**config.mk**
```make
export PLATFORM = sky130hd
export DESIGN_NAME = integer_literal_decoder_flat
export DESIGN_NICKNAME = d
export VERILOG_FILES = /design/src/rtl/core/ilit_pkg.sv /design/src/rtl/core/ilit_req_if.sv /design/src/rtl/core/ilit_rsp_if.sv /design/src/rtl/core/ilit_ctrl.sv /design/src/rtl/core/ilit_dp.sv /design/src/rtl/core/integer_literal_decoder.sv /design/src/flat_wrapper.sv
export SDC_FILE = /design/constraint.sdc
export NUM_CORES = 1
export LEC_CHECK = 0
export BUFFER_PORTS_ARGS = -buffer_cell sky130_fd_sc_hd__clkbuf_2
export CORE_MARGIN = 2
export CORE_UTILIZATION = 54
export CTS_CLUSTER_SIZE = 40
export DETAILED_ROUTE_END_ITERATION = 12
export GPL_TIMING_DRIVEN = 0
export PLACE_DENSITY = 0.81
export SLEW_MARGIN = 20
export SYNTH_ARGS = -nofsm -noshare
export SYNTH_HDL_FRONTEND = slang
export SYNTH_SLANG_ARGS = --single-unit
```
**constraint.sdc**
```tcl
create_clock -name clock -period 6 [get_ports clock]
set_input_delay 0.6 -clock clock [delete_from_list [all_inputs] [get_ports clock]]
set_output_delay 0.6 -clock clock [all_outputs]
set_load 0.1 [all_outputs]
```
**src/rtl/core/ilit_pkg.sv**
```systemverilog
`default_nettype none

package ilit_pkg;

   localparam int VALUE_W = 64;
   localparam int PROD_W  = VALUE_W + 4;

   // parse phases
   localparam logic [2:0] PH_START      = 3'd0;
   localparam logic [2:0] PH_AFTER_SIGN = 3'd1;
   localparam logic [2:0] PH_AFTER_ZERO = 3'd2;
   localparam logic [2:0] PH_REST_FIRST = 3'd3;
   localparam logic [2:0] PH_DIGITS     = 3'd4;

   // radix codes
   localparam logic [1:0] RX_DEC = 2'd0;
   localparam logic [1:0] RX_OCT = 2'd1;
   localparam logic [1:0] RX_HEX = 2'd2;

   // result status codes
   localparam logic [2:0] ST_OK    = 3'd0;
   localparam logic [2:0] ST_EMPTY = 3'd1;
   localparam logic [2:0] ST_SIGN  = 3'd2;
   localparam logic [2:0] ST_DIGIT = 3'd3;
   localparam logic [2:0] ST_RANGE = 3'd4;

   // result kinds
   localparam logic [2:0] KIND_INT8  = 3'd0;
   localparam logic [2:0] KIND_INT16 = 3'd1;
   localparam logic [2:0] KIND_INT32 = 3'd2;
   localparam logic [2:0] KIND_INT64 = 3'd3;
   localparam logic [2:0] KIND_UINT  = 3'd4;

   // register indexes
   localparam logic CSR_RESULT_KIND  = 1'b0;
   localparam logic CSR_UNSIGNED_MAX = 1'b1;

   // characters
   localparam logic [7:0] CH_MINUS = 8'h2D;
   localparam logic [7:0] CH_PLUS  = 8'h2B;
   localparam logic [7:0] CH_HASH  = 8'h23;
   localparam logic [7:0] CH_ZERO  = 8'h30;
   localparam logic [7:0] CH_NINE  = 8'h39;
   localparam logic [7:0] CH_UA    = 8'h41;
   localparam logic [7:0] CH_UZ    = 8'h5A;
   localparam logic [7:0] CH_LA    = 8'h61;
   localparam logic [7:0] CH_LZ    = 8'h7A;
   localparam logic [7:0] CH_UX    = 8'h58;
   localparam logic [7:0] CH_LX    = 8'h78;

   localparam logic [5:0] DIGIT_NONE = 6'h3F;

   // magnitude limits
   localparam logic [VALUE_W-1:0] LIM_I32_POS = 64'h0000_0000_7FFF_FFFF;
   localparam logic [VALUE_W-1:0] LIM_I32_NEG = 64'h0000_0000_8000_0000;
   localparam logic [VALUE_W-1:0] LIM_I64_POS = 64'h7FFF_FFFF_FFFF_FFFF;
   localparam logic [VALUE_W-1:0] LIM_I64_NEG = 64'h8000_0000_0000_0000;
   localparam logic [VALUE_W-1:0] LIM_U64     = 64'hFFFF_FFFF_FFFF_FFFF;
   localparam logic [VALUE_W-1:0] LIM_I16_POS = 64'd32767;
   localparam logic [VALUE_W-1:0] LIM_I16_NEG = 64'd32768;
   localparam logic [VALUE_W-1:0] LIM_I8_POS  = 64'd127;
   localparam logic [VALUE_W-1:0] LIM_I8_NEG  = 64'd128;

   typedef struct packed {
      logic capture;  // register accepted item, form acc * radix
      logic step;     // apply the character to the parse state
      logic emit;     // load result register, clear parse state
   } ctrl_cmd_type;

   typedef struct packed {
      logic ends;     // captured item closes the literal
   } dp_stat_type;

   // 0..35 for alphanumerics, DIGIT_NONE otherwise
   function automatic logic [5:0] digit_value(input logic [7:0] c);
      logic [5:0] v;
      v = DIGIT_NONE;
      if (c inside {[CH_ZERO:CH_NINE]}) v = 6'(c - CH_ZERO);
      else if (c inside {[CH_LA:CH_LZ]}) v = 6'(c - CH_LA) + 6'd10;
      else if (c inside {[CH_UA:CH_UZ]}) v = 6'(c - CH_UA) + 6'd10;
      return v;
   endfunction

endpackage

`default_nettype wire

```
**src/rtl/core/ilit_req_if.sv**
```systemverilog
`default_nettype none

interface ilit_req_if;
   logic       valid;
   logic       ready;
   logic [7:0] char_code;
   logic       last_char;
   logic       empty_literal;

   modport source (output valid, output char_code, output last_char,
                   output empty_literal, input ready);
   modport sink (input valid, input char_code, input last_char,
                 input empty_literal, output ready);
endinterface

`default_nettype wire

```
**src/rtl/core/ilit_rsp_if.sv**
```systemverilog
`default_nettype none

interface ilit_rsp_if;
   logic        valid;
   logic        ready;
   logic [63:0] value_bits;
   logic [2:0]  status;

   modport source (output valid, output value_bits, output status, input ready);
   modport sink (input valid, input value_bits, input status, output ready);
endinterface

`default_nettype wire

```
**src/rtl/core/ilit_ctrl.sv**
```systemverilog
`default_nettype none

module ilit_ctrl (
   input  wire logic                  clock,
   input  wire logic                  reset,
   input  wire logic                  req_valid_i,
   output logic                       req_ready_o,
   output logic                       rsp_valid_o,
   input  wire logic                  rsp_ready_i,
   input  wire ilit_pkg::dp_stat_type stat_i,
   output ilit_pkg::ctrl_cmd_type     cmd_o
);
   import ilit_pkg::*;

   localparam logic [1:0] S_IDLE = 2'd0;
   localparam logic [1:0] S_STEP = 2'd1;
   localparam logic [1:0] S_FIN  = 2'd2;

   logic [1:0] state_ff, state_in;
   logic       rsp_valid_ff, rsp_valid_in;
   logic       out_free;

   assign out_free    = !rsp_valid_ff || rsp_ready_i;
   assign req_ready_o = (state_ff == S_IDLE);
   assign rsp_valid_o = rsp_valid_ff;

   always_comb begin
      state_in      = state_ff;
      cmd_o         = '0;
      rsp_valid_in  = rsp_valid_ff && !rsp_ready_i;
      case (state_ff)
         S_IDLE: begin
            if (req_valid_i) begin
               cmd_o.capture = 1'b1;
               state_in      = S_STEP;
            end
         end
         S_STEP: begin
            cmd_o.step = 1'b1;
            state_in   = stat_i.ends ? S_FIN : S_IDLE;
         end
         S_FIN: begin
            // wait here while the previous result is still held
            if (out_free) begin
               cmd_o.emit   = 1'b1;
               rsp_valid_in = 1'b1;
               state_in     = S_IDLE;
            end
         end
         default: begin
            state_in = S_IDLE;
         end
      endcase
   end

   always_ff @(posedge clock) begin
      if (reset) begin
         state_ff     <= S_IDLE;
         rsp_valid_ff <= 1'b0;
      end else begin
         state_ff     <= state_in;
         rsp_valid_ff <= rsp_valid_in;
      end
   end

   a_capture_then_step: assert property (@(posedge clock) disable iff (reset)
      cmd_o.capture |=> cmd_o.step)
      else $error("capture not followed by step");

   a_no_overwrite: assert property (@(posedge clock) disable iff (reset)
      cmd_o.emit |-> (!rsp_valid_ff || rsp_ready_i))
      else $error("result register overwritten");

   a_emit_shows: assert property (@(posedge clock) disable iff (reset)
      cmd_o.emit |=> rsp_valid_o)
      else $error("emitted result not presented");

endmodule

`default_nettype wire

```
**src/rtl/core/ilit_dp.sv**
```systemverilog
`default_nettype none

module ilit_dp (
   input  wire logic                   clock,
   input  wire logic                   reset,
   input  wire ilit_pkg::ctrl_cmd_type cmd_i,
   output ilit_pkg::dp_stat_type       stat_o,
   input  wire logic [7:0]             char_code_i,
   input  wire logic                   last_char_i,
   input  wire logic                   empty_literal_i,
   input  wire logic                   csr_we_i,
   input  wire logic                   csr_index_i,
   input  wire logic [63:0]            csr_wdata_i,
   output logic [63:0]                 value_bits_o,
   output logic [2:0]                  status_o
);
   import ilit_pkg::*;

   // configuration
   logic [2:0]         kind_ff;
   logic [VALUE_W-1:0] umax_ff;

   // captured item
   logic [7:0]         char_ff;
   logic               last_ff;
   logic               empty_ff;
   logic [PROD_W-1:0]  prod_ff, prod_in;

   // parse state
   logic [2:0]         phase_ff, phase_in;
   logic               neg_ff, neg_in;
   logic [1:0]         radix_ff, radix_in;
   logic [VALUE_W-1:0] acc_ff, acc_in;
   logic [2:0]         err_ff, err_in;
   logic               seen_ff, seen_in;

   // result register
   logic [VALUE_W-1:0] value_ff, value_in;
   logic [2:0]         status_ff, status_in;

   logic [5:0]         dval;
   logic [4:0]         radix_val;
   logic               dig_ok;
   logic [VALUE_W-1:0] limit;
   logic [PROD_W-1:0]  sum;
   logic               over;
   logic               is_sign;
   logic               do_prefix, do_rest, do_digit;
   logic               range_bad;

   assign stat_o.ends  = last_ff || empty_ff;
   assign value_bits_o = value_ff;
   assign status_o     = status_ff;

   // acc * radix by shifts and adds
   always_comb begin
      case (radix_ff)
         RX_HEX:  prod_in = {acc_ff, 4'b0};
         RX_OCT:  prod_in = {1'b0, acc_ff, 3'b0};
         default: prod_in = {1'b0, acc_ff, 3'b0} + {3'b0, acc_ff, 1'b0};
      endcase
   end

   always_comb begin
      case (radix_ff)
         RX_HEX:  radix_val = 5'd16;
         RX_OCT:  radix_val = 5'd8;
         default: radix_val = 5'd10;
      endcase
   end

   always_comb begin
      case (kind_ff)
         KIND_UINT:  limit = LIM_U64;
         KIND_INT64: limit = neg_ff ? LIM_I64_NEG : LIM_I64_POS;
         default:    limit = neg_ff ? LIM_I32_NEG : LIM_I32_POS;
      endcase
   end

   assign dval    = digit_value(char_ff);
   assign dig_ok  = {1'b0, dval} < {2'b0, radix_val};
   assign sum     = prod_ff + {{(PROD_W-4){1'b0}}, dval[3:0]};
   assign over    = sum > {4'b0, limit};
   assign is_sign = (char_ff == CH_MINUS) || (char_ff == CH_PLUS);

   // character step
   always_comb begin
      phase_in  = phase_ff;
      neg_in    = neg_ff;
      radix_in  = radix_ff;
      acc_in    = acc_ff;
      err_in    = err_ff;
      seen_in   = seen_ff;
      do_prefix = 1'b0;
      do_rest   = 1'b0;
      do_digit  = 1'b0;
      if (cmd_i.emit) begin
         phase_in = PH_START;
         neg_in   = 1'b0;
         radix_in = RX_DEC;
         acc_in   = '0;
         err_in   = ST_OK;
         seen_in  = 1'b0;
      end else if (cmd_i.step) begin
         if (empty_ff) begin
            phase_in = PH_START;
            neg_in   = 1'b0;
            radix_in = RX_DEC;
            acc_in   = '0;
            err_in   = ST_EMPTY;
            seen_in  = 1'b0;
         end else if (err_ff == ST_OK) begin
            case (phase_ff)
               PH_START: begin
                  if (is_sign) begin
                     neg_in   = (char_ff == CH_MINUS);
                     phase_in = PH_AFTER_SIGN;
                  end else begin
                     do_prefix = 1'b1;
                  end
               end
               PH_AFTER_SIGN: begin
                  do_prefix = 1'b1;
               end
               PH_AFTER_ZERO: begin
                  if ((char_ff == CH_LX) || (char_ff == CH_UX)) begin
                     radix_in = RX_HEX;
                     phase_in = PH_REST_FIRST;
                  end else begin
                     do_rest = 1'b1;
                  end
               end
               PH_REST_FIRST: begin
                  do_rest = 1'b1;
               end
               default: begin
                  phase_in = PH_DIGITS;
                  do_digit = 1'b1;
               end
            endcase
            if (do_prefix) begin
               if (char_ff == CH_HASH) begin
                  radix_in = RX_HEX;
                  phase_in = PH_REST_FIRST;
               end else if ((char_ff == CH_ZERO) && !last_ff) begin
                  radix_in = RX_OCT;
                  phase_in = PH_AFTER_ZERO;
               end else begin
                  radix_in = RX_DEC;
                  do_rest  = 1'b1;
               end
            end
            if (do_rest) begin
               phase_in = PH_DIGITS;
               if (is_sign) err_in = ST_SIGN;
               else do_digit = 1'b1;
            end
            if (do_digit) begin
               if (!dig_ok || over) begin
                  err_in = ST_DIGIT;
               end else begin
                  acc_in  = sum[VALUE_W-1:0];
                  seen_in = 1'b1;
               end
            end
         end
      end
   end

   // final range check and sign
   always_comb begin
      range_bad = 1'b0;
      case (kind_ff)
         KIND_UINT:  range_bad = (neg_ff && (acc_ff != '0)) || (acc_ff > umax_ff);
         KIND_INT8:  range_bad = acc_ff > (neg_ff ? LIM_I8_NEG : LIM_I8_POS);
         KIND_INT16: range_bad = acc_ff > (neg_ff ? LIM_I16_NEG : LIM_I16_POS);
         default:    range_bad = 1'b0;
      endcase
      value_in  = '0;
      status_in = err_ff;
      if (status_in == ST_OK && !seen_ff) status_in = ST_DIGIT;
      if (status_in == ST_OK) begin
         if (range_bad) status_in = ST_RANGE;
         else if (kind_ff == KIND_UINT || !neg_ff) value_in = acc_ff;
         else value_in = '0 - acc_ff;
      end
   end

   always_ff @(posedge clock) begin
      if (reset) begin
         kind_ff  <= KIND_INT32;
         umax_ff  <= LIM_U64;
         phase_ff <= PH_START;
         neg_ff   <= 1'b0;
         radix_ff <= RX_DEC;
         acc_ff   <= '0;
         err_ff   <= ST_OK;
         seen_ff  <= 1'b0;
      end else begin
         if (csr_we_i && csr_index_i == CSR_RESULT_KIND) kind_ff <= csr_wdata_i[2:0];
         if (csr_we_i && csr_index_i == CSR_UNSIGNED_MAX) umax_ff <= csr_wdata_i;
         phase_ff <= phase_in;
         neg_ff   <= neg_in;
         radix_ff <= radix_in;
         acc_ff   <= acc_in;
         err_ff   <= err_in;
         seen_ff  <= seen_in;
      end
   end

   always_ff @(posedge clock) begin
      if (cmd_i.capture) begin
         char_ff  <= char_code_i;
         last_ff  <= last_char_i;
         empty_ff <= empty_literal_i;
         prod_ff  <= prod_in;
      end
      if (cmd_i.emit) begin
         value_ff  <= value_in;
         status_ff <= status_in;
      end
   end

   a_error_latches: assert property (@(posedge clock) disable iff (reset)
      (cmd_i.step && !empty_ff && err_ff != ST_OK) |=>
         (err_ff == $past(err_ff) && acc_ff == $past(acc_ff)))
      else $error("latched error disturbed");

   a_emit_clears: assert property (@(posedge clock) disable iff (reset)
      cmd_i.emit |=> (err_ff == ST_OK && acc_ff == '0 && !seen_ff))
      else $error("parse state not cleared after result");

   a_seen_not_err: assert property (@(posedge clock) disable iff (reset)
      (seen_ff && !$past(seen_ff) && !$past(reset)) |-> err_ff == ST_OK)
      else $error("digit taken while in error");

endmodule

`default_nettype wire

```
**src/rtl/core/integer_literal_decoder.sv**
```systemverilog
`default_nettype none

// Channel  Dir  Payload                                    Handshake
// req_ch   in   char_code[7:0] last_char empty_literal     valid/ready
// rsp_ch   out  value_bits[63:0] status[2:0]               valid/ready
// csr_*    in   csr_index[0] csr_wdata[63:0]               csr_we, no stall
//
// Each character is captured, then stepped; the last one also passes a final
// state that loads the result register. The digit update is split over two
// registers: acc * radix by shifts and adds, then add digit and limit compare.
// The result register lets the next literal start while a result waits;
// only a new result stalls in the final state until the held one is taken.
// Reset (synchronous) restores result_kind = int32, unsigned_max = all ones
// and an empty parse state.

module integer_literal_decoder (
   input  wire logic   clock,
   input  wire logic   reset,
   ilit_req_if.sink    req_ch,
   ilit_rsp_if.source  rsp_ch,
   input  wire logic   csr_we,
   input  wire logic   csr_index,
   input  wire logic [63:0] csr_wdata
);
   import ilit_pkg::*;

   ctrl_cmd_type cmd;
   dp_stat_type  stat;

   // sequencer: handshakes and per-item cycle order
   ilit_ctrl u_ctrl (
      .clock       (clock),
      .reset       (reset),
      .req_valid_i (req_ch.valid),
      .req_ready_o (req_ch.ready),
      .rsp_valid_o (rsp_ch.valid),
      .rsp_ready_i (rsp_ch.ready),
      .stat_i      (stat),
      .cmd_o       (cmd)
   );

   // parse state, accumulator, limit checks, result register, CSRs
   ilit_dp u_dp (
      .clock           (clock),
      .reset           (reset),
      .cmd_i           (cmd),
      .stat_o          (stat),
      .char_code_i     (req_ch.char_code),
      .last_char_i     (req_ch.last_char),
      .empty_literal_i (req_ch.empty_literal),
      .csr_we_i        (csr_we),
      .csr_index_i     (csr_index),
      .csr_wdata_i     (csr_wdata),
      .value_bits_o    (rsp_ch.value_bits),
      .status_o        (rsp_ch.status)
   );

endmodule

`default_nettype wire
```
**src/flat_wrapper.sv**
```systemverilog
// flat-port wrapper written by rule: the top's interface ports become plain ports
module integer_literal_decoder_flat import ilit_pkg::*;
  (clock, reset, csr_we, csr_index, csr_wdata, req_ch_valid, req_ch_char_code, req_ch_last_char, req_ch_empty_literal, req_ch_ready, rsp_ch_valid, rsp_ch_value_bits, rsp_ch_status, rsp_ch_ready);
  ilit_req_if req_ch_i ();
  ilit_rsp_if rsp_ch_i ();
  input  wire logic clock;
  input  wire logic reset;
  input  wire logic csr_we;
  input  wire logic csr_index;
  input  wire logic [63:0] csr_wdata;
  input wire logic [$bits(req_ch_i.valid)-1:0] req_ch_valid;
  input wire logic [$bits(req_ch_i.char_code)-1:0] req_ch_char_code;
  input wire logic [$bits(req_ch_i.last_char)-1:0] req_ch_last_char;
  input wire logic [$bits(req_ch_i.empty_literal)-1:0] req_ch_empty_literal;
  output wire logic [$bits(req_ch_i.ready)-1:0] req_ch_ready;
  output wire logic [$bits(rsp_ch_i.valid)-1:0] rsp_ch_valid;
  output wire logic [$bits(rsp_ch_i.value_bits)-1:0] rsp_ch_value_bits;
  output wire logic [$bits(rsp_ch_i.status)-1:0] rsp_ch_status;
  input wire logic [$bits(rsp_ch_i.ready)-1:0] rsp_ch_ready;
  assign req_ch_i.valid = req_ch_valid;
  assign req_ch_i.char_code = req_ch_char_code;
  assign req_ch_i.last_char = req_ch_last_char;
  assign req_ch_i.empty_literal = req_ch_empty_literal;
  assign req_ch_ready = req_ch_i.ready;
  assign rsp_ch_valid = rsp_ch_i.valid;
  assign rsp_ch_value_bits = rsp_ch_i.value_bits;
  assign rsp_ch_status = rsp_ch_i.status;
  assign rsp_ch_i.ready = rsp_ch_ready;
  integer_literal_decoder u_core (.clock(clock), .reset(reset), .req_ch(req_ch_i), .rsp_ch(rsp_ch_i), .csr_we(csr_we), .csr_index(csr_index), .csr_wdata(csr_wdata));
endmodule
```
==> results of run 1 <==
worst paths after layout:
check,slack [ps],endpoint,start
max reg2reg,-500,u_core.u_dp.acc_ff[63],u_core.u_dp.char_ff[0]
min reg2reg,460,u_core.u_dp.umax_ff[22],u_core.u_dp.umax_ff[22]
max,-500,u_core.u_dp.acc_ff[63],u_core.u_dp.char_ff[0]
min,210,u_core.u_dp.char_ff[5],req_ch_char_code[5]
power by group through the flow:
| stage | registers (mW) | clock network (mW) | logic, mW |
|---|---|---|---|
| 2_1_floorplan | 2.28 | 0 | 0.271 |
| 3_3_place_gp | 2.23 | 0 | 0.449 |
| 3_5_place_dp | 2.22 | 0 | 0.474 |
| 4_1_cts | 2.19 | 2.30 | 0.539 |
| 5_1_grt | 2.20 | 2.39 | 0.625 |
| 6_report | 2.19 | 2.31 | 0.584 |
worst max-delay path: cells and delay by family, from the launching register on:
family | cells | cell delay [ps]
AND/OR/NAND/NOR | 9 | 2080
AO/OA/AOI/OAI | 11 | 1910
buffers and inverters | 6 | 830
adder cells (fa/ha/maj) | 3 | 650
flip-flops | 1 | 460
multiplexers | 1 | 280
XOR/XNOR | 1 | 200
synth_stat cells (8+ instances only):
library cell  number
a211o_1           65
a211oi_1          11
a21o_1            92
a21oi_1          203
a221oi_1          62
a31oi_1           16
and2_1            20
and3_1           107
and4_1            15
buf_2             16
buf_6              9
clkbuf_1         111
dfxtp_1          144
edfxtp_1         144
ha_1             226
inv_1            176
nand2_1          126
nand2b_1          21
nand3_1           39
nand4_1           55
nor2_1           157
nor2_2            40
nor2b_1           25
nor3_1            24
nor4_1            11
o211ai_1           9
o21a_1            13
o21ai_0           84
o21bai_1          18
o2bb2ai_1         65
o31ai_1           18
or2_2              8
or3_1             11
xnor2_1          102
xor2_1            79
metal layers:
layer / global-route usage / vias to the layer above / wire length [um]
li1: - / 9511 / -
met1: 0.454 / 9971 / 29800
met2: 0.542 / 1271 / 33700
met3: 0.0643 / 251 / 7920
met4: 0.163 / 0 / 3770
met5: 0 / - / 0
kinds of logic (layout without fill, tap and decap cells):
kind of cell / count (synthesis) / in the layout / share of synthesized area
mux: 6 / 6 / 0.00287
fa+ha+maj: 228 / 228 / 0.132
xor+xnor: 181 / 181 / 0.0728
buf+inv: 320 / 586 / 0.0597
compound gates: 719 / 719 / 0.229
flops: 288 / 288 / 0.331
simple gates: 697 / 697 / 0.173
through the flow:
step                utilization  TNS (ps)  worst slack, ps  hold slack, ps  instances
floorplan                     -         0             23.6             435       2439
global placement          0.584    -83380            -1360             443       3109
detailed placement        0.586    -94290            -1530             450       3112
CTS                       0.646    -16010             -282             199       3218
global route              0.660    -40560             -676             205       3230
finish                    0.660    -30030             -503             207       3230
cell type report:
| cell class | count | area (um2) | share of cell area |
|---|---|---|---|
| repair buffers | 203 | 1260 | 0.0480 |
| multi-input cells | 1831 | 14500 | 0.552 |
| clock buffers | 50 | 1050 | 0.0399 |
| flip-flops and latches | 288 | 7210 | 0.275 |
| inverters | 176 | 661 | 0.0252 |
| well taps | 525 | 657 | 0.0251 |
| plain buffers | 142 | 743 | 0.0283 |
| clock inverters | 15 | 183 | 0.00697 |
flip-flops by register name, indices dropped and copies added (netlist names), 3 cells and up:
register	count
u_core.u_dp.phase_ff	3
u_core.u_dp.acc_ff	64
u_core.u_dp.umax_ff	64
u_core.u_dp.prod_ff	67
u_core.u_dp.value_bits_o	64
u_core.u_dp.kind_ff	3
u_core.u_dp.char_ff	8
u_core.u_dp.status_o	3
u_core.u_dp.err_ff	3
repair_timing:
action | 4_1_cts | 5_1_grt
cloned | 2 | 1
pin swaps | 57 | 42
buffers inserted | 41 | 11
setup endpoints to repair | 67 | 67
gates resized for setup | 143 | 79
==> metrics.txt, run 1 <==
Clock power frac 0.454; Clock Skews about 23 ps; IO buf count between 100 and 150; worst r2r path cells 31; largest net degree at the start of global routing 48; via/cell ratio between 6 and 7; GP Congestion 0.961; clock sink total roughly 290; Flop pwr share 0.431; RSZ-0062 raised after global routing true; DR iter-0 viols 2298; maximum VDD drop 0.000195 V; worst-path maximum fanout 10; endpoint class of the critical path flop; post-route ant nets 0; Data required, critical path 6490 ps; max-cap check violation count 0; Synth area leader edfxtp_1; Synth-to-Final Area Change 20.5%; Total GRT Usage 0.343; Hold Path Class in -> reg; Netlist cell types between 80 and 90; class of the most critical setup path reg -> reg; synth top area cells edfxtp_1 20%, dfxtp_1 13%, ha_1 13%; ANT cells 0; CP max-delay cell or4_4; Max Freq 154 MHz; Tcrit/Tclk final 1.08; Tmin final between 6000 and 7000 ps; fin area between 20000 and 30000 um2; cell-internal power about 3.7 mW; die area 41900 um2; total power draw a little over 5 mW; outcome complete, but fails checks; GRT overflow 0; Data arrival, critical path between 6000 and 7000 ps; routed wire length about 75000 um; Die Ht between 200 and 250 um; share of flip-flops with an asynchronous set or reset 0; failing checks negative setup slack; Avg Cell Area, Syn 8.92 um2; Sw Ratio 0.263; Starting Density 0.548; P_leak ~12 nW; cells after synthesis around 2400; startpoint types flop; commonest cells after routing, fill and taps aside 210 x ha_1, 196 x a21oi_1, 168 x inv_1; crit-path max cell delay just under 600 ps; Post-route DRC 0; Max Root-Sink Buffers 3; Final WS setup -503 ps; DIE WIDTH between 200 and 250 um; Combinational Power Share 0.115; EDFF count, synth between 100 and 150; DP Wirelength 53500 um; FP Rows 73; TritonCTS clock tree yes; H-tree levels 2; Syn Nets 2747; Synth top area share 0.199; final hold viol count 0; placed instance area roughly 23000 um2; Post-Syn Area 21800 um2; clock-pin slew on the worst setup and hold paths about 60 ps; Post-layout nets approximately 3000; clk root buf clkbuf_16; endpoints failing setup 65; Routed WL per cell 23.3 um; sw power about 1.3 mW; initial antenna violation count 2; # fillers 3120; hold_buf cts 0; vias in the first global route ~20000; sequential fraction of the synthesis area 0.331; share of cells above drive strength 1 0.190; first-pass GRT wire length 111000 um; CORE AREA between 30000 and 40000 um2; io pins around 150; synthesized flop and latch total between 200 and 300; Worst slew margin 0.241; number of synthesis warnings 0; DR vias approximately 21000; Skew-Pair Late Insertion Delay about 570 ps; Top FF cell, synth edfxtp_1; CTS buffer count 36; pin slew with the least headroom to its limit ~1100 ps; most common cell after layout, fill and taps aside ha_1; PD cells between 150 and 200 nW/um2; Max Slew Vio Count 0; hold path cells 1; drt pass-1 iters 6
No activity file was read; power rests on OpenSTA's default activity.
==> inputs of run 2 (changes only) <==
Settings changed: SYNTH_HIERARCHICAL set to 1.
==> run 2 against run 1 <==
Compared with the run above: the run still ends with negative setup slack left; global-route usage decreased by 0.88 points; routed wire length shrank 6.9%; clock-buffer cell count shrank 3; via count decreased by 4.2%; critical path depth decreased by 2; synthesized cell count decreased by 3.4%; clock skew rose by 2.6 ps.
==> metrics.txt, run 2 <==
DR vias roughly 20000; CORE AREA roughly 39000 um2; Max Freq 156 MHz; FP Rows 72; io pins around 150; Post-Synth Adder-Cell Area 0.135; post-synthesis mux area share 0.00336; placed instance area between 20000 and 25000 um2; Top FF cell, synth edfxtp_1; max-cap check violation count 0; grt met2 use 0.524; most flop-heavy register u_core/u_dp/prod_ff; share of flip-flops with an asynchronous set or reset 0; synth cell count leaders 226 x ha_1, 185 x a21oi_1, 183 x nor2_1, 144 x dfxtp_1, 144 x edfxtp_1; Netlist cell types slightly below 80; Total GRT Usage 0.335; DP Wirelength between 50000 and 60000 um; Data arrival, critical path 6850 ps; routed wire length between 60000 and 70000 um; largest family of logic cells by synthesized area compound AO/OA/AOI/OAI gates; Synth area leader edfxtp_1; grt peak-use layer met2; Post-Synth XOR/XNOR Area 0.0752; failing checks negative setup slack; GR Layer Usage met1 0.432; Syn Nets 2665; share of cells above drive strength 1 0.140; number of synthesis warnings 6; Max Root-Sink Buffers 3; Worst slew margin 0.199; most common cell after layout, fill and taps aside ha_1; worst-path maximum fanout 6; clk root buf clkbuf_16; largest net degree at the start of global routing 32; PD cells ~200 nW/um2; endpoints failing setup 67; Util after Layout 0.640; cells after synthesis around 2400; clock sink total around 290; Die Ht 202 um; DIE WIDTH between 200 and 250 um; startpoint types flop; Starting Density 0.548; post-synthesis compound-gate area fraction 0.234; H-tree levels 2; ANT cells 0; hold slack final around 230 ps; Routed WL per cell ~22 um; Clock Skews approximately 26 ps; hold_buf cts 0; outcome complete, but fails checks; Skew-Pair Late Insertion Delay about 550 ps; synth top area cells edfxtp_1 20%, dfxtp_1 14%, ha_1 13%; IO buf count approximately 150; Synth-to-Final Area Change 16.9%; maximum VDD drop 0.000145 V; Post-Synth Simple-Gate Area 0.162; GRT overflow 0; sequential fraction of the synthesis area 0.340; r2r setup slk -420 ps; drt pass-1 iters 6; synthesized flop and latch total 288; commonest cells after routing, fill and taps aside 223 x ha_1, 181 x a21oi_1, 175 x nor2_1; TritonCTS clock tree yes; Final WS setup -421 ps; Tcrit/Tclk final 1.07; EDFF count, synth 144; GP Congestion 0.966; die area just over 40000 um2; initial antenna violation count 1; crit-path max cell delay roughly 520 ps; most frequent cell after synthesis ha_1; first-pass GRT wire length around 110000 um; via/cell ratio about 6.4; Post-Syn Area around 21000 um2; P_leak roughly 11 nW; Cell Count, Final, Fillers Out 3130; vias in the first global route 19600; endpoint class of the critical path flop; placed cells roughly 3000; clock-pin slew on the worst setup and hold paths around 60 ps; RSZ-0062 raised after global routing true; Max Slew Vio Count 0; Post-route DRC 0; Hold Path Class in -> reg; setup TNS -22840 ps; Post-layout nets approximately 2900; DR iter-0 viols 2028; Avg Cell Area, Syn around 9 um2; Synth top area share 0.204; final hold viol count 0; max reg flops 67; class of the most critical setup path reg -> reg; Tmin final around 6400 ps; CP max-delay cell or4b_4; CTS buffer count 35; fin area roughly 25000 um2; pin slew with the least headroom to its limit roughly 1200 ps; Data required, critical path between 6000 and 7000 ps; post-route ant nets 0; grt met3 use 0.0556
run 2: path summary, 6_finish.rpt:
| check | endpoint | cells past startpoint | start |
|---|---|---|---|
| worst max register to register | u_core/u_dp/acc_ff[16] | 29 | u_core/u_dp/char_ff[0] |
| worst min register to register | u_core/u_dp/umax_ff[25] | 1 | u_core/u_dp/umax_ff[25] |
| worst max-delay path | u_core/u_dp/acc_ff[16] | 29 | u_core/u_dp/char_ff[0] |
| worst min-delay path | u_core/u_dp/empty_ff | 1 | req_ch_empty_literal |
run 2: timing repair:
item,in CTS,in global routing
cloned,3,1
gates resized for setup,56,14
pin swaps,44,10
endpoints found under the setup margin,67,67
buffers inserted,28,6
run 2: metrics by stage:
step	power (mW)	setup slack (ps)
5_1_grt	5.16	-604
3_3_place_gp	2.66	-1380
3_5_place_dp	2.68	-1510
4_1_cts	5.02	-280
6_report	5.02	-421
2_1_floorplan	2.53	-12.8
run 2: final cells by class:
class                      count  area (um2)
clock buffer                  47        1060
sequential                   288        7210
clock inverter                16         204
tap                          518         648
timing repair buffer         193        1180
inverter                     125         469
multi-input combinational   1803       13300
fill                        3221       13900
buffer                       140         732
run 2: per-layer routing:
layer | up-vias | wire, um | part of all wire
li1 | 9284 | - | -
met4 | 0 | 4550 | 0.065
met2 | 1010 | 31000 | 0.44
met1 | 9595 | 28600 | 0.41
met3 | 234 | 5890 | 0.084
met5 | - | 0 | 0
run 2: report_power, final:
part           switching, mW  internal [mW]  leakage, nW
combinational          0.317          0.202         8.15
clock                  0.891           1.42        0.605
sequential            0.0530           2.13         2.61
total                   1.26           3.75         11.4
run 2: critical path: cells and delay by family, from the launching register on:
family	cells	cell delay (ps)
AOI/OAI and AO/OA	9	1630
and+or+nand+nor	12	2430
buffers and inverters	3	590
xor gates and xnor gates	1	180
DFF	1	470
adders and majority gates	4	990
run 2: cell families (layout without fill, tap and decap cells):
family	Yosys count	in the layout
buffers and inverters	266	521
and+or+nand+nor	671	671
adders and majority gates	228	228
AOI/OAI and AO/OA	715	715
DFF	288	288
muxes	7	7
xor gates and xnor gates	182	182
